**config.mk**
```make
export PLATFORM = sky130hd
export DESIGN_NAME = nump_ctrl
export DESIGN_NICKNAME = d
export VERILOG_FILES = /design/src/design/nump_pkg.sv /design/src/design/nump_ctrl.sv
export SDC_FILE = /design/constraint.sdc
export NUM_CORES = 1
export LEC_CHECK = 0
export BUFFER_PORTS_ARGS = -buffer_cell sky130_fd_sc_hd__buf_2
export CAP_MARGIN = 20
export CORE_AREA = 2 2 39 41
export CTS_BUF_LIST = sky130_fd_sc_hd__clkbuf_16
export DETAILED_ROUTE_END_ITERATION = 6
export DIE_AREA = 0 0 41 43
export GPL_TIMING_DRIVEN = 0
export PLACE_DENSITY_LB_ADDON = 0.08
export SYNTH_ARGS = -nofsm -noshare
export SYNTH_HDL_FRONTEND = slang
export SYNTH_SLANG_ARGS = --single-unit
```
**constraint.sdc**
```tcl
create_clock -name clk -period 2.3 [get_ports clk]
set_input_delay 0.345 -clock clk [delete_from_list [all_inputs] [get_ports clk]]
set_output_delay 0.345 -clock clk [all_outputs]
set_load 0.02 [all_outputs]
```
**src/design/nump_pkg.sv**
```systemverilog
package nump_pkg;

    // Field widths of the item and result words.
    localparam int COORD_W   = 25;
    localparam int NUM_W     = 15;
    localparam int MODE_W    = 2;
    localparam int TOTAL_W   = 16;
    localparam int INDEX_W   = 10;
    localparam int CUTOFF_W  = 32;

    // Squared distance datapath widths.
    localparam int ABS_W     = COORD_W;
    localparam int SQ_W      = 2 * ABS_W;
    localparam int DIST_W    = SQ_W + 2;

    localparam int MAX_REF_DEFAULT = 1024;

    localparam logic [CUTOFF_W-1:0] CUTOFF_RESET = 32'd1440000;
    localparam logic [TOTAL_W-1:0]  TOTAL_MAX    = 16'hFFFF;

    // Command codes carried in the mode field.
    localparam logic [MODE_W-1:0] MODE_LOAD  = 2'd0;
    localparam logic [MODE_W-1:0] MODE_QUERY = 2'd1;
    localparam logic [MODE_W-1:0] MODE_CLEAR = 2'd2;

    // Register map of the configuration port.
    localparam int APB_ADDR_W = 2;
    localparam logic [APB_ADDR_W-1:0] ADDR_CUTOFF = 2'd0;

    typedef struct packed {
        logic load;
        logic clear;
        logic query;
        logic issue;
        logic finish;
    } nump_cmd_t;

    typedef struct packed {
        logic scan_end;
        logic pipe_busy;
    } nump_sts_t;

endpackage

```
**src/design/nump_ctrl.sv**
```systemverilog
module nump_ctrl (
    input  logic                          clk,
    input  logic                          rst_n,
    input  logic                          start,
    input  logic [nump_pkg::MODE_W-1:0]   mode,
    input  nump_pkg::nump_sts_t           sts,
    output nump_pkg::nump_cmd_t           cmd,
    output logic                          busy
);

    typedef enum logic [1:0] {
        ST_IDLE,
        ST_SCAN,
        ST_DRAIN,
        ST_DECIDE
    } state_t;

    state_t state_reg;
    state_t state_next;
    logic   busy_reg;
    logic   busy_next;

    always_comb
    begin
        cmd        = '0;
        state_next = state_reg;
        busy_next  = busy_reg;
        case (state_reg)
            ST_IDLE:
            begin
                if (start)
                begin
                    case (mode)
                        nump_pkg::MODE_LOAD:  cmd.load  = 1'b1;
                        nump_pkg::MODE_CLEAR: cmd.clear = 1'b1;
                        nump_pkg::MODE_QUERY:
                        begin
                            cmd.query  = 1'b1;
                            state_next = ST_SCAN;
                            busy_next  = 1'b1;
                        end
                        default: ;
                    endcase
                end
            end
            ST_SCAN:
            begin
                cmd.issue = !sts.scan_end;
                if (sts.scan_end)
                begin
                    state_next = ST_DRAIN;
                end
            end
            ST_DRAIN:
            begin
                // Wait until the last entry has passed the compare stage.
                if (!sts.pipe_busy)
                begin
                    state_next = ST_DECIDE;
                end
            end
            ST_DECIDE:
            begin
                cmd.finish = 1'b1;
                state_next = ST_IDLE;
                busy_next  = 1'b0;
            end
            default:
            begin
                state_next = ST_IDLE;
                busy_next  = 1'b0;
            end
        endcase
    end

    always_ff @(posedge clk or negedge rst_n)
    begin
        if (!rst_n)
        begin
            state_reg <= ST_IDLE;
            busy_reg  <= 1'b0;
        end
        else
        begin
            state_reg <= state_next;
            busy_reg  <= busy_next;
        end
    end

    assign busy = busy_reg;

endmodule

```
==> out/qor_table.md <==
| Metric | Reported | Unit |
|:---|:---|:---|
| CTS Root Cell | clkbuf_16 | - |
| Period Utilization, post-route | 73.2 | % |
| CTS HTree Levels | 1 | - |
| Max rail drop VDD | 0.867 | mV |
| Type of the worst setup path | flip-flop to primary output | - |
| DRC violations left | 0 | - |
| Internal reg-to-reg setup slack | 0.77 | ns |
| Class of the tightest hold or removal check | input pin to async pin | - |
| Routed len/inst | 10.8 | um |
| Global router's overall resource usage | 10.0 | % |
| Part of the total power dissipated in sequential elements | 16.8 | % |
| Switching share of power | 34.2 | % |
| Final worst slack | 0.617 | ns |
| CTS clk-pin slew, worst paths | 0.03 | ns |
| Minimum clock period after layout | 1.68 | ns |
| Hold violation count in the final report | 0 | - |
| TritonCTS clock tree | done | - |
| Final count of negative-setup-slack endpoints | 0 | - |
| Largest register FFs | 2 | - |
| Global-route wire length before repair | 1.04 | mm |
| Share of final-layout standard cells stronger than drive strength 1 | 34.8 | % |
| Relative slew slack | 79.6 | % |
| Post-Synthesis Cells | 29 | - |
| RSZ-0062 raised after global routing | no | - |
| Number of warnings reported in the yosys synthesis log | 0 | - |
| Number of cells on the worst reg-to-reg path | 4 | - |
| Worst-case setup slack after placement | 0.760 | ns |
| Count of routing violations after the opening detailed-route iteration | 1 | - |
| Max-cap viol count | 0 | - |
| Sequential-to-total area share from yosys stat | 27.1 | % |
| HPWL after DPL | 525 | um |
| Via count normalized by instance count | 4.52 | - |
| Number of different library cells in the post-synthesis netlist | 17 | - |
| Via count | 280 | - |
| Power density over the cells | 1440 | nW/um2 |
| Via count of the first global-routing pass | 266 | - |
| # diodes | 0 | - |
| Placer Congestion | 0.663 | - |
| Net count reported at finish | 59 | - |
| Endpoint required time on the critical path | 1.96 | ns |
| Worst Hold Margin | 0.451 | ns |
| Synthesized area per cell | 9.54 | um2 |
| Maximum number of pins on one net before global-route repair | 7 | - |
| Largest stage delay, worst path | 0.40 | ns |
| ANT nets after route | 0 | - |
| Beginning of the worst register-to-register path | state_reg[0] | - |
| Part of the power in combinational logic | 40.4 | % |
| CTS max path bufs | 2 | - |
| Power share of the clock group | 42.7 | % |
| Cell Area, Synth | 277 | um2 |
| Die area | 1760 | um2 |
| Critical path startpoint category | flip-flop | - |
| Static leakage | 0.234 | nW |
| Num ports | 13 | - |
| Post-detailed-routing wire length | 670 | um |
| Port Buffers | 12 | - |
| Die H | 43 | um |
| Clock Latency Late Sink | 0.23 | ns |
| Leading cell types in the layout, fill and taps excluded | 12 x buf_2, 5 x ha_1, 4 x inv_1 | - |
| Placeable Area | 1380 | um2 |
| Final-report max-slew violation count | 0 | - |
| WP data arrival | 1.34 | ns |
| Clk_skew | 0.00360 | ns |
| Critical R2R Capture | state_reg[1] | - |
| Internal power contribution | 422 | uW |
| Switching component of the power | 220 | uW |
| First-pass iteration count of the detailed router | 4 | - |
| Net count of the mapped netlist | 41 | - |
| Seq cells post-synth | 3 | - |
| Cell row count | 14 | - |
| PnR Total Power | 641 | uW |
| GR Overflow Total | 0 | - |
| Peak Freq | 594 | MHz |
| Clock sink total | 3 | - |
| Post-CTS Repair Setup Buffers | 0 | - |
| Leading cell type in the layout, fill and taps excluded | buf_2 | - |
| Die Span X | 41 | um |
| CP max stage cell | dfrtp_1 | - |
| Cells along the critical path | inv_1, ha_1, and4b_1, buf_2 | - |
| Number of antenna violations at the first check in global routing | 0 | - |
| Critical path peak fanout | 4 | - |
| Starting density of the core | 20.0 | % |
| Run status | finished, final reports clean | - |
| Endpoint kind of the worst setup timing path | primary output | - |
| Area growth from synthesis to final layout | 61.1 | % |
| Worst slew pin tran | 0.302 | ns |
| CTS buffer count | 3 | - |
| Total negative slack for setup checks | 0 | ns |
-- critical path, delay by kind of cell (launching register included) --
kind,cells,cell delay [ns]
buffers and inverters,2,0.27
AND/OR/NAND/NOR,1,0.20
adder cells (fa/ha/maj),1,0.24
flip-flops,1,0.40
-- power groups by stage --
stage	Combinational, mW	Clock [mW]	Sequential (mW)
after CTS	0.268	0.281	0.108
after global placement	0.260	0	0.107
after global routing	0.298	0.286	0.112
final	0.259	0.274	0.108
after floorplan	0.187	0	0.113
after detailed placement	0.266	0	0.109
-- kinds of logic (layout without fill, tap and decap cells) --
kind of cell / Yosys count / in the layout / share of synthesized area [%]
DFF: 3 / 3 / 27.1
AOI/OAI and AO/OA: 5 / 5 / 15.4
adders and majority gates: 5 / 5 / 22.6
buffers and inverters: 3 / 20 / 4.07
muxes: 1 / 1 / 4.07
and+or+nand+nor: 12 / 12 / 26.7
-- layer usage --
layer  share of wire [%]  vias to the layer above  wire, um  GRT usage [%]
li1                    -                      137         -              -
met1                  36                      128       242           7.69
met2                  51                       12       340           15.3
met3                 9.9                        3        66           6.28
met4                 3.1                        0        21           10.0
met5                   0                        -         0              0
-- cell type report --
class	count	area, um2
clock inverters	1	3.75
repair buffers	13	70.1
well taps	16	20.0
fillers	144	938
flip-flops and latches	3	75.1
multi-input cells	23	190
clock buffers	3	75.1
inverters	3	11.3
-- how the worst max path moves through the flow --
stage	startpoint	to	slack (ns)	depth (start not counted)
floorplan	state_reg[1]	state_reg[1]	0.75	5
global placement	state_reg[0]	state_reg[1]	0.79	4
detailed placement	state_reg[0]	state_reg[1]	0.76	4
CTS	state_reg[0]	cmd[3]	0.61	4
global route	state_reg[0]	cmd[3]	0.50	4
finish	state_reg[0]	cmd[3]	0.62	4
-- synthesized netlist by cell type --
cell       n  area [um2]
nor2_1     2        7.51
a2bb2oi_1  1        8.76
nand3_1    1        5.00
nand3b_1   2        15.0
or2b_1     1        7.51
o311ai_0   1        8.76
nand2_1    1        3.75
a21oi_1    1        5.00
a221oi_2   1        15.0
dfrtp_1    3        75.1
inv_1      3        11.3
and3_1     1        6.26
o21ai_0    1        5.00
ha_1       5        62.6
nor2b_1    3        18.8
mux2_1     1        11.3
and4b_1    1        10.0
-- timing repair --
| item | in CTS | in global routing |
|---|---|---|
| gates resized for setup | 0 | 0 |
| endpoints found under the hold margin | 3 | 0 |
| hold buffers | 1 | 0 |
-- through the flow --
stage	cells	utilization, %	instance area, um2
2_1_floorplan	29	-	277
3_3_place_gp	57	25.8	357
3_5_place_dp	57	25.8	357
4_1_cts	62	32.2	445
5_1_grt	62	32.2	445
6_report	62	32.2	445
(Power assumes the default switching activity.)
