===== config.mk =====
export PLATFORM = sky130hd
export DESIGN_NAME = nump_regs
export DESIGN_NICKNAME = d
export VERILOG_FILES = /design/src/design/nump_pkg.sv /design/src/design/nump_regs.sv
export SDC_FILE = /design/constraint.sdc
export NUM_CORES = 1
export LEC_CHECK = 0
export BUFFER_PORTS_ARGS = -buffer_cell sky130_fd_sc_hd__buf_4
export CAP_MARGIN = 30
export CORE_AREA = 2 2 72 61
export DETAILED_ROUTE_END_ITERATION = 12
export DIE_AREA = 0 0 74 63
export PLACE_DENSITY = 0.83
export SLEW_MARGIN = 20
export SYNTH_ARGS = -nofsm -noshare
export SYNTH_HDL_FRONTEND = slang
export SYNTH_SLANG_ARGS = --single-unit
export TNS_END_PERCENT = 10

===== constraint.sdc =====
create_clock -name clk -period 0.85 [get_ports clk]
set_input_delay 0.1275 -clock clk [delete_from_list [all_inputs] [get_ports clk]]
set_output_delay 0.1275 -clock clk [all_outputs]
set_load 0.01 [all_outputs]

===== src/design/nump_pkg.sv =====
package nump_pkg;

    // Field widths of the item and result words.
    localparam int COORD_W   = 25;
    localparam int NUM_W     = 15;
    localparam int MODE_W    = 2;
    localparam int TOTAL_W   = 16;
    localparam int INDEX_W   = 10;
    localparam int CUTOFF_W  = 32;

    // Squared distance datapath widths.
    localparam int ABS_W     = COORD_W;
    localparam int SQ_W      = 2 * ABS_W;
    localparam int DIST_W    = SQ_W + 2;

    localparam int MAX_REF_DEFAULT = 1024;

    localparam logic [CUTOFF_W-1:0] CUTOFF_RESET = 32'd1440000;
    localparam logic [TOTAL_W-1:0]  TOTAL_MAX    = 16'hFFFF;

    // Command codes carried in the mode field.
    localparam logic [MODE_W-1:0] MODE_LOAD  = 2'd0;
    localparam logic [MODE_W-1:0] MODE_QUERY = 2'd1;
    localparam logic [MODE_W-1:0] MODE_CLEAR = 2'd2;

    // Register map of the configuration port.
    localparam int APB_ADDR_W = 2;
    localparam logic [APB_ADDR_W-1:0] ADDR_CUTOFF = 2'd0;

    typedef struct packed {
        logic load;
        logic clear;
        logic query;
        logic issue;
        logic finish;
    } nump_cmd_t;

    typedef struct packed {
        logic scan_end;
        logic pipe_busy;
    } nump_sts_t;

endpackage


===== src/design/nump_regs.sv =====
module nump_regs (
    input  logic                              clk,
    input  logic                              rst_n,
    input  logic                              psel,
    input  logic                              penable,
    input  logic                              pwrite,
    input  logic [nump_pkg::APB_ADDR_W-1:0]   paddr,
    input  logic [31:0]                       pwdata,
    output logic [31:0]                       prdata,
    output logic                              pready,
    output logic [nump_pkg::CUTOFF_W-1:0]     cutoff
);

    logic [nump_pkg::CUTOFF_W-1:0] cutoff_reg;
    logic                          wr_en;

    assign pready = 1'b1;
    assign wr_en  = psel && penable && pwrite && (paddr == nump_pkg::ADDR_CUTOFF);

    always_ff @(posedge clk or negedge rst_n)
    begin
        if (!rst_n)
        begin
            cutoff_reg <= nump_pkg::CUTOFF_RESET;
        end
        else if (wr_en)
        begin
            cutoff_reg <= pwdata;
        end
    end

    always_comb
    begin
        prdata = 32'd0;
        if (paddr == nump_pkg::ADDR_CUTOFF)
        begin
            prdata = cutoff_reg;
        end
    end

    assign cutoff = cutoff_reg;

endmodule


==> summary.txt, run 1 <==
Routing
  • Via count: 1218
  • Number of detailed-route iterations in the first pass: 4
  • Post-DR wirelength/cell: 14.50 um
  • DRT iter0 DRCs: 41
  • Via-to-Cell Ratio: 4.381
  • Routed WL: 4030 um
  • Final ANT Viol Nets: 0
  • DRC Markers: 0

Power
  • VDD IR max: 1058 uV
  • Leak: 1.352 nW
  • Sw Share: 26.71%
  • Sequential share of power: 39.4%
  • Total power: 5.724 mW
  • Psw: 1.529 mW
  • Clk pwr share: 24.7%
  • Pwr/cell area: 2125 nW/um^2
  • Comb power frac: 35.8%
  • Internal Power: 4.195 mW

Synth
  • Sequential area share after synthesis: 50.86%
  • Async S/R FF share, synth: 100.0%
  • Largest family of logic cells by synthesized area: multiplexers
  • Yosys warnings: 0
  • Synth Area in Compound Gates: 0%
  • EDFF count, synth: 0
  • Top FF cell, synth: dfrtp_1
  • Distinct cells, synth: 13
  • Post-Synth XOR/XNOR Area: 0%
  • Syn_area_per_cell: 14.92 sq um
  • Post-Syn Area: 1597 sq um
  • Multiplexer share of the synthesized area: 29.62%
  • Adder-cell share of the synthesized area: 0%
  • Largest cells by area after synthesis: dfrtp_1 (36%), mux2_4 (28%), dfstp_2 (15%), and2_1 (12%), buf_12 (3.8%)
  • Post-Synth Simple-Gate Area: 13.64%
  • Mapped Cells: 107
  • Synth top cells by count: and2_1 (30), mux2_4 (30), dfrtp_1 (23)
  • Synth top area share: 36.05%
  • Yosys reg bits: 32
  • Synth area leader: dfrtp_1
  • Mapped Nets: 146

Floorplanning
  • Area of the core: 3968 sq um
  • Io pins: 104
  • Die height: 63 um
  • Initial Utilization: 40.24%
  • Die span in x: 74 um
  • Site Rows: 21
  • Die area: 4662 sq um

Timing
  • Skew final: 0 ns
  • Setup WS post-layout: -0.3641 ns
  • Slew Viols, Final: 0
  • RSZ-0062 raised after global routing: true
  • Achievable Freq: 823.7 MHz
  • Hold_ws: 0.07093 ns
  • Final Setup Violations: 95
  • Final Hold Violating Endpoints: 0
  • Post-route minimum period: 1.214 ns
  • Period Utilization, post-route: 142.8%

Clocking
  • TritonCTS Buffers: 5
  • Latest clock arrival within the worst-skew pair: 0.28 ns
  • TritonCTS clock tree: done
  • Reg clk slew, reported paths: 0.07 ns
  • H-tree depth: 2
  • Root Driver: clkbuf_8
  • Deepest clock path buffer count: 2
  • Num Clock Sinks: 32

Job
  • Max_cap viols: 0

Status
  • Status: complete, but fails checks
  • Failing checks: negative setup slack

Worst setup path
  • CP endpoint kind: output port
  • Startpoint class of the critical path: register
  • Crit path kind: register to output port
  • Worst-path maximum fanout: 3
  • CP required: 0.72 ns
  • CP arrival: 1.09 ns

Finish
  • Area growth, synth to finish: 68.73%
  • Final nets: 259
  • Share of cells above drive strength 1: 76.02%
  • Diodes inserted: 0
  • Non-filler instance count after layout: 278
  • Max reg flops: 32
  • Fill cell count: 287

GRT
  • Vias in the first global route: 1249
  • Overflow after GRT: 0
  • Initial antenna violation count: 0
  • First-pass GRT wire length: 6223 um
  • GRT Util Overall: 17.67%
  • Largest net degree at the start of global routing: 33

Placed design
  • Dpl hpwl: 2814 um
  • Number of port buffers: 102
  • GPL Wtd Cong: 0.6901
  • Placed cells: 264

Min path
  • HP Class: primary input to register
logic make-up (layout without fill, tap and decap cells):
kind of cell | count (synthesis) | count (layout)
and+or+nand+nor | 34 | 34
other | 1 | 1
muxes | 32 | 32
buffers and inverters | 8 | 122
DFF | 32 | 32
layout by cell type (no fill, tap or decap), drive strengths merged:
cell / count
buf: 113
mux2: 32
and2: 32
dfrtp: 23
dfstp: 9
clkbuf: 5
nor2: 1
and4: 1
conb: 1
bufinv: 1
clkinvlp: 1
clkinv: 1
dlygate4sd3: 1
cell type report:
cell class / count / area, sq um / area share, %
timing repair buffer: 114 / 988.4 / 36.69
tap: 57 / 71.32 / 2.647
multi-input combinational: 67 / 710.7 / 26.38
clock inverter: 3 / 42.54 / 1.579
clock buffer: 5 / 68.82 / 2.555
sequential: 32 / 812.0 / 30.14
what timing repair did:
item / CTS / global route
gates cloned: 0 / 0
hold endpoints to repair: 23 / 0
hold buffers: 1 / 0
buffers inserted: 4 / 1
endpoints found under the setup margin: 95 / 95
pin swaps: 0 / 0
gates resized for setup: 25 / 7
worst max-delay path, stage by stage, from the launching register on:
cell and delay, ns:
dfstp_2 0.55, and2_1 0.14, buf_4 0.12
metrics by stage:
| stage | setup WS [ns] | area (sq um) | TNS, ns | util, % |
|---|---|---|---|---|
| 3_3_place_gp | -0.4312 | 2420 | -17.24 | 60.99 |
| 5_1_grt | -0.4060 | 2694 | -17.98 | 67.90 |
| 6_report | -0.3641 | 2694 | -14.92 | 67.90 |
| 4_1_cts | -0.3546 | 2663 | -14.60 | 67.11 |
| 3_5_place_dp | -0.4446 | 2420 | -18.07 | 60.99 |
| 2_1_floorplan | -0.2686 | 1602 | -8.010 | - |
power by group through the flow:
| stage | clock network [mW] | registers [mW] | logic, mW |
|---|---|---|---|
| after detailed placement | 0 | 2.27 | 1.87 |
| after global routing | 1.56 | 2.32 | 2.18 |
| after CTS | 1.46 | 2.25 | 2.02 |
| final | 1.42 | 2.26 | 2.05 |
| after global placement | 0 | 2.25 | 1.83 |
| after floorplan | 0 | 2.37 | 0.696 |
path summary, 6_finish.rpt:
kind | startpoint | endpoint | slack, ns | depth (start not counted)
max in group asynchronous | rst_n | cutoff[20]$_DFFE_PN1P_ | 0.21 | 2
min in group asynchronous | rst_n | cutoff[24]$_DFFE_PN0P_ | 0.32 | 2
setup / recovery | cutoff[11]$_DFFE_PN1P_ | prdata[11] | -0.36 | 2
hold / removal | pwdata[24] | cutoff[24]$_DFFE_PN0P_ | 0.07 | 2
setup reg to reg | cutoff[8]$_DFFE_PN1P_ | cutoff[8]$_DFFE_PN1P_ | -0.08 | 3
hold reg to reg | cutoff[21]$_DFFE_PN0P_ | cutoff[21]$_DFFE_PN0P_ | 0.54 | 1
layer usage:
layer | wire length [um] | global-route usage, % | vias up
met5 | 0 | 0 | -
li1 | - | - | 572
met3 | 428 | 5.323 | 5
met1 | 1611 | 21.35 | 573
met4 | 36 | 6.136 | 0
met2 | 1952 | 29.46 | 68
(Power assumes the default switching activity.)
==> run 2: changes to the inputs <==
--- a/config.mk
+++ b/config.mk
@@ -5,12 +5,12 @@
 export SDC_FILE = /design/constraint.sdc
 export NUM_CORES = 1
 export LEC_CHECK = 0
-export BUFFER_PORTS_ARGS = -buffer_cell sky130_fd_sc_hd__buf_4
 export CAP_MARGIN = 30
-export CORE_AREA = 2 2 72 61
+export CORE_AREA = 2 2 61 51
 export DETAILED_ROUTE_END_ITERATION = 12
-export DIE_AREA = 0 0 74 63
-export PLACE_DENSITY = 0.83
+export DIE_AREA = 0 0 63 53
+export DONT_BUFFER_PORTS = 1
+export PLACE_DENSITY = 0.79
 export SLEW_MARGIN = 20
 export SYNTH_ARGS = -nofsm -noshare
 export SYNTH_HDL_FRONTEND = slang
==> summary.txt, run 2 (synthesized netlist as in run 1, its figures left out) <==
Power
  • Comb power frac: 37.5% (+1.7 points)
  • Total power: 4.942 mW (-14%)
  • Sw Share: 29.90% (+3.2 points)
  • Sequential share of power: 46.3% (+6.9 points)
  • Pwr/cell area: 2097 nW/um^2 (-1.3%)
  • VDD IR max: 1267 uV (+20%)
  • Clk pwr share: 16.3% (-8.4 points)
  • Internal Power: 3.464 mW (-17%)
  • Psw: 1.478 mW (-3.3%)
  • Leak: 1.112 nW (-18%)

Finish
  • Area growth, synth to finish: 47.57%
  • Non-filler instance count after layout: 217 (-22%)
  • Final nets: 217 (-16%)
  • Max reg flops: 32 (unchanged)
  • Diodes inserted: 0 (unchanged)
  • Most frequent cells in the layout: buf_4 (34), dlygate4sd3_1 (33), and2_4 (32), mux2_4 (30), dfrtp_1 (23)
  • Multi-input gate area: 778.2 sq um (+9.5%)
  • Fill cell count: 119 (-59%)
  • Register area: 812.0 sq um (unchanged)
  • Leading cell type in the layout, fill and taps excluded: buf_4
  • Share of cells above drive strength 1: 67.04% (-9.0 points)

Worst setup path
  • Worst-path maximum fanout: 3 (unchanged)
  • Crit path max-delay cell type: dfstp_2
  • Crit path max-delay family: flip-flops
  • Startpoint class of the critical path: register
  • Crit path from: cutoff[8]$_DFFE_PN1P_
  • Crit path kind: register to output port
  • CP required: 0.72 ns (about the same)
  • CP endpoint kind: output port
  • Critical Path Max Stage Delay: 0.57 ns (+0.02 ns)
  • CP arrival: 1.07 ns (-0.02 ns)
  • CP Cell Sequence: and2_4
  • Reg2reg start: cutoff[15]$_DFFE_PN1P_
  • Buf/Inv on CP: 0 (-1)

Clocking
  • TritonCTS Buffers: 5 (unchanged)
  • TritonCTS clock tree: done
  • Root Driver: clkbuf_4
  • Num Clock Sinks: 32 (unchanged)
  • H-tree depth: 2 (unchanged)
  • Deepest clock path buffer count: 2 (unchanged)
  • Latest clock arrival within the worst-skew pair: 0.32 ns (+0.04 ns)
  • Reg clk slew, reported paths: 0.10 ns (+0.03 ns)

Floorplanning
  • Io pins: 104 (unchanged)
  • Area of the core: 2701 sq um (-32%)
  • Site Rows: 17 (-19%)
  • Die span in x: 63 um (-15%)
  • Die area: 3339 sq um (-28%)
  • Initial Utilization: 59.10% (+19 points)
  • Die height: 53 um (-16%)

Placed design
  • Placed cells: 172 (-35%)
  • GPL Wtd Cong: 0.6419 (-7.0%)
  • Number of port buffers: 0 (-100%)
  • Dpl hpwl: 2188 um (-22%)
  • DP Worst Slack: -0.3192 ns (+0.1254 ns)

Timing
  • Final Hold Violating Endpoints: 0 (unchanged)
  • Slew Viols, Final: 0 (unchanged)
  • Setup WS post-layout: -0.3457 ns (+0.01839 ns)
  • Skew final: 0 ns (unchanged)
  • Achievable Freq: 836.3 MHz (+1.5%)
  • RSZ-0062 raised after global routing: true
  • Hold_ws: 0.2236 ns (+0.1527 ns)
  • Post-route minimum period: 1.196 ns (-0.01839 ns)
  • Final Setup Violations: 64 (-33%)
  • Period Utilization, post-route: 140.7% (-2.2 points)

Routing
  • Routed WL: 4128 um (+2.4%)
  • Final ANT Viol Nets: 0 (unchanged)
  • Post-DR wirelength/cell: 19.02 um (+31%)
  • Via count: 1106 (-9.2%)
  • DRT iter0 DRCs: 35 (-15%)
  • Via-to-Cell Ratio: 5.097 (+16%)
  • Number of detailed-route iterations in the first pass: 3 (-1)
  • DRC Markers: 0 (unchanged)

Min path
  • HP Class: primary input to asynchronous set/reset pin

GRT
  • First-pass GRT wire length: 6168 um (-0.88%)
  • Largest net degree at the start of global routing: 33 (unchanged)
  • Vias in the first global route: 1162 (-7.0%)
  • GRT Util Overall: 26.19% (+8.5 points)
  • Overflow after GRT: 0 (unchanged)
  • Initial antenna violation count: 0 (unchanged)

Status
  • Status: complete, but fails checks
  • Failing checks: negative setup slack

Job
  • Max_cap viols: 0 (unchanged)
==> run 2: changes by cell type in the layout (fill, tap and decap cells not counted), moves of 5 or more <==
| cell | before | now |
|---|---|---|
| buf_4 | 83 | 34 |
| dlygate4sd3_1 | 1 | 33 |
| and2_4 | 2 | 32 |
| and2_1 | 28 | 0 |
| buf_6 | 28 | 2 |
| clkbuf_4 | 0 | 5 |
| clkbuf_8 | 5 | 0 |
==> run 2: cell type report <==
type	instances	share of cell area, %
Clock buffer	7	1.912
Clock inverter	1	0.2124
Multi-Input combinational cell	67	33.03
Sequential cell	32	34.47
Tap cell	38	2.018
Timing Repair Buffer	72	28.36
==> run 2: through the flow <==
| stage | util [%] | area (sq um) | TNS (ns) |
|---|---|---|---|
| after global placement | 68.41 | 1848 | -7.492 |
| final | 87.22 | 2356 | -13.30 |
| after floorplan | - | 1602 | -8.010 |
| after detailed placement | 68.41 | 1848 | -8.733 |
| after CTS | 86.38 | 2333 | -13.45 |
| after global routing | 87.22 | 2356 | -15.83 |
==> run 2: layer usage <==
| metal | GRT usage, % | up-vias | wire length, um |
|---|---|---|---|
| met5 | 0 | - | 0 |
| met4 | 11.11 | 0 | 46 |
| met3 | 7.872 | 6 | 316 |
| met2 | 49.47 | 64 | 2281 |
| met1 | 27.59 | 545 | 1483 |
| li1 | - | 491 | - |
==> run 2: path summary, 6_finish.rpt <==
kind	slack, ns	endpoint	depth (start not counted)
max	-0.35	prdata[8]	1
min	0.22	cutoff[2]$_DFFE_PN0P_	2
max reg2reg	0.01	cutoff[15]$_DFFE_PN1P_	2
min reg2reg	0.55	cutoff[1]$_DFFE_PN0P_	1
max in group asynchronous	0.39	cutoff[13]$_DFFE_PN1P_	2
min in group clk	0.41	cutoff[2]$_DFFE_PN0P_	4
==> run 2: timing repair <==
action | 4_1_cts | 5_1_grt
endpoints found under the hold margin | 64 | 0
pin swaps | 0 | 0
endpoints found under the setup margin | 64 | 65
setup buffers | 1 | 2
gates resized for setup | 32 | 2
hold buffers | 34 | 0
==> run 2: power by group through the flow <==
| stage | combinational, mW | clock [mW] | sequential [mW] |
|---|---|---|---|
| CTS | 1.78 | 0.821 | 2.25 |
| global placement | 1.46 | 0 | 2.22 |
| global route | 1.96 | 0.881 | 2.34 |
| floorplan | 0.696 | 0 | 2.37 |
| detailed placement | 1.49 | 0 | 2.24 |
| finish | 1.85 | 0.804 | 2.29 |
==> run 3: changes to the inputs <==
--- a/config.mk
+++ b/config.mk
@@ -5,6 +5,7 @@
 export SDC_FILE = /design/constraint.sdc
 export NUM_CORES = 1
 export LEC_CHECK = 0
+export ABC_AREA = 1
 export CAP_MARGIN = 30
 export CORE_AREA = 2 2 61 51
 export DETAILED_ROUTE_END_ITERATION = 12
==> summary.txt, run 3 <==
Worst setup path
  • CP arrival: 1.05 ns (-0.02 ns)
  • Startpoint class of the critical path: register
  • Worst r2r dst: cutoff[8]$_DFFE_PN1P_
  • R2r setup slk: 0.01 ns (about the same)
  • CP required: 0.72 ns (about the same)
  • Worst-path maximum fanout: 3 (unchanged)
  • Reg2reg start: cutoff[8]$_DFFE_PN1P_
  • Crit path capture: prdata[15]
  • Crit path kind: register to output port
  • Reg2reg path depth: 3 (+1)
  • CP endpoint kind: output port
  • Crit path from: cutoff[15]$_DFFE_PN1P_

Timing
  • Period Utilization, post-route: 138.4% (-2.3 points)
  • Hold_ws: 0.1222 ns (-0.1014 ns)
  • Skew final: 0 ns (unchanged)
  • Setup TNS: -13.83 ns (-0.5337 ns)
  • RSZ-0062 raised after global routing: true
  • Post-route minimum period: 1.176 ns (-0.01968 ns)
  • Final Setup Violations: 64 (unchanged)
  • Achievable Freq: 850.3 MHz (+1.7%)
  • Setup WS post-layout: -0.3260 ns (+0.01968 ns)
  • Final Hold Violating Endpoints: 0 (unchanged)
  • Slew Viols, Final: 0 (unchanged)

Synth
  • Largest cells by area after synthesis: dfrtp_1 (36%), nand2_1 (15%), dfstp_2 (15%), nand3_1 (10%), inv_1 (7.8%)
  • Async S/R FF share, synth: 100.0% (unchanged)
  • Synth top cells by count: nand2_1 (65), inv_1 (33), nand3_1 (32), nor2_1 (32), dfrtp_1 (23)
  • Synth top area share: 36.02% (about the same)
  • EDFF count, synth: 0 (unchanged)
  • Top FF cell, synth: dfrtp_1
  • Synth area leader: dfrtp_1
  • Yosys reg bits: 32 (unchanged)
  • Count leader, synth: nand2_1
  • Yosys warnings: 0 (unchanged)
  • Mapped Cells: 212 (+98%)
  • Post-Syn Area: 1598 sq um (about the same)
  • Syn_area_per_cell: 7.537 sq um (-49%)
  • Distinct cells, synth: 13 (unchanged)
  • Sequential area share after synthesis: 50.82% (about the same)
  • Mapped Nets: 251 (+72%)

Clocking
  • Num Clock Sinks: 32 (unchanged)
  • TritonCTS Buffers: 5 (unchanged)
  • Reg clk slew, reported paths: 0.09 ns (about the same)
  • Deepest clock path buffer count: 2 (unchanged)
  • Root Driver: clkbuf_4
  • TritonCTS clock tree: done
  • H-tree depth: 2 (unchanged)
  • Latest clock arrival within the worst-skew pair: 0.32 ns (about the same)

GRT
  • GRT Util Overall: 31.65% (+5.5 points)
  • First-pass GRT wire length: 7941 um (+29%)
  • Initial antenna violation count: 0 (unchanged)
  • Vias in the first global route: 1651 (+42%)
  • Largest net degree at the start of global routing: 33 (unchanged)
  • Overflow after GRT: 0 (unchanged)

Power
  • Pwr/cell area: 1959 nW/um^2 (-6.6%)
  • VDD IR max: 1217 uV (-3.9%)
  • Leak: 1.225 nW (+10%)
  • Total power: 4.874 mW (-1.4%)

Finish
  • Multi-input gate area: 729.5 sq um (-6.3%)
  • Area growth, synth to finish: 55.68%
  • Leading cell type in the layout, fill and taps excluded: nand2_1
  • Max reg flops: 32 (unchanged)
  • Final nets: 320 (+47%)
  • Fin area: 2487 sq um (+5.6%)
  • Register area: 812.0 sq um (unchanged)
  • Most frequent cells in the layout: nand2_1 (65), buf_4 (36), dlygate4sd3_1 (33), nand3_1 (32), dfrtp_1 (23)
  • Diodes inserted: 0 (unchanged)
  • Fill cell count: 96 (-19%)
  • Share of cells above drive strength 1: 37.23% (-30 points)

Routing
  • Via-to-Cell Ratio: 5.381 (+5.6%)
  • Number of detailed-route iterations in the first pass: 4 (+1)
  • Routed WL: 5722 um (+39%)
  • DRT iter0 DRCs: 121 (+250%)
  • Post-DR wirelength/cell: 17.88 um (-6.0%)
  • Via count: 1722 (+56%)
  • Final ANT Viol Nets: 0 (unchanged)
  • DRC Markers: 0 (unchanged)

Status
  • Failing checks: negative setup slack
  • Status: complete, but fails checks

Placed design
  • Dpl hpwl: 2674 um (+22%)
  • GPL Wtd Cong: 0.6561 (+2.2%)
  • Area of placed instances: 1917 sq um (+3.7%)
  • Number of port buffers: 0 (unchanged)

Floorplanning
  • Die span in x: 63 um (unchanged)
  • Io pins: 104 (unchanged)
  • Initial Utilization: 59.15% (about the same)
  • Site Rows: 17 (unchanged)
  • Die area: 3339 sq um (unchanged)
  • Area of the core: 2701 sq um (unchanged)
  • Die height: 53 um (unchanged)

Min path
  • HP Class: primary input to register

Job
  • Max_cap viols: 0 (unchanged)
run 3: changes by cell type after synthesis, sizes merged, moves of 32 or more:
cell and change:
mux2 -32, nand3 +32, nor2 +33, and2 -32, inv +34, nand2 +66
run 3: what timing repair did:
item / CTS / global route
endpoints found under the hold margin: 64 / 0
hold buffers: 34 / 0
gates resized for setup: 38 / 17
pin swaps: 32 / 1
setup endpoints to repair: 64 / 65
setup buffers: 1 / 0
run 3: critical path, cell delays in order (launching register included):
cell and delay [ns]:
dfstp_2 0.56, inv_2 0.05, nor2_4 0.11
run 3: how the worst min path moves through the flow:
stage / cells past startpoint / from / to / slack [ns]
global placement: 0 / rst_n / cutoff[1]$_DFFE_PN0P_ / -0.17
finish: 4 / paddr[0] / cutoff[18]$_DFFE_PN1P_ / 0.12
CTS: 4 / paddr[0] / cutoff[18]$_DFFE_PN1P_ / 0.09
detailed placement: 0 / rst_n / cutoff[28]$_DFFE_PN0P_ / -0.17
global route: 4 / paddr[0] / cutoff[16]$_DFFE_PN1P_ / 0.11
floorplan: 0 / rst_n / cutoff[0]$_DFFE_PN0P_ / -0.17
run 3: metrics by stage:
step | worst slack (ns) | std cells | utilization [%]
2_1_floorplan | -0.008084 | 212 | -
3_3_place_gp | -0.002852 | 277 | 70.96
3_5_place_dp | -0.01553 | 277 | 70.96
4_1_cts | -0.3294 | 320 | 89.90
5_1_grt | -0.3625 | 320 | 92.08
6_report | -0.3260 | 320 | 92.08
run 3: layer usage:
| layer | vias to the layer above | routed length (um) | track usage, % |
|---|---|---|---|
| met1 | 813 | 2101 | 35.74 |
| met3 | 18 | 559 | 9.574 |
| met5 | - | 0 | 0 |
| met2 | 124 | 2914 | 59.22 |
| met4 | 0 | 147 | 8.148 |
| li1 | 767 | - | - |
run 3: area by class of cell:
class / count / share of cell area [%]
well taps: 38 / 1.911
flip-flops and latches: 32 / 32.65
inverters: 34 / 5.131
multi-input cells: 133 / 29.33
repair buffers: 75 / 28.62
clock buffers: 8 / 2.364
run 3: logic make-up after synthesis:
group	count (synthesis)	share of synthesized area, %
simple gates	132	34.61
other cells	1	0.2347
buf+inv	47	14.33
flops	32	50.82
run 3: where the power goes:
| group | internal [mW] | switching, mW |
|---|---|---|
| logic | 0.774 | 0.997 |
| registers | 1.90 | 0.304 |
| clock network | 0.408 | 0.491 |
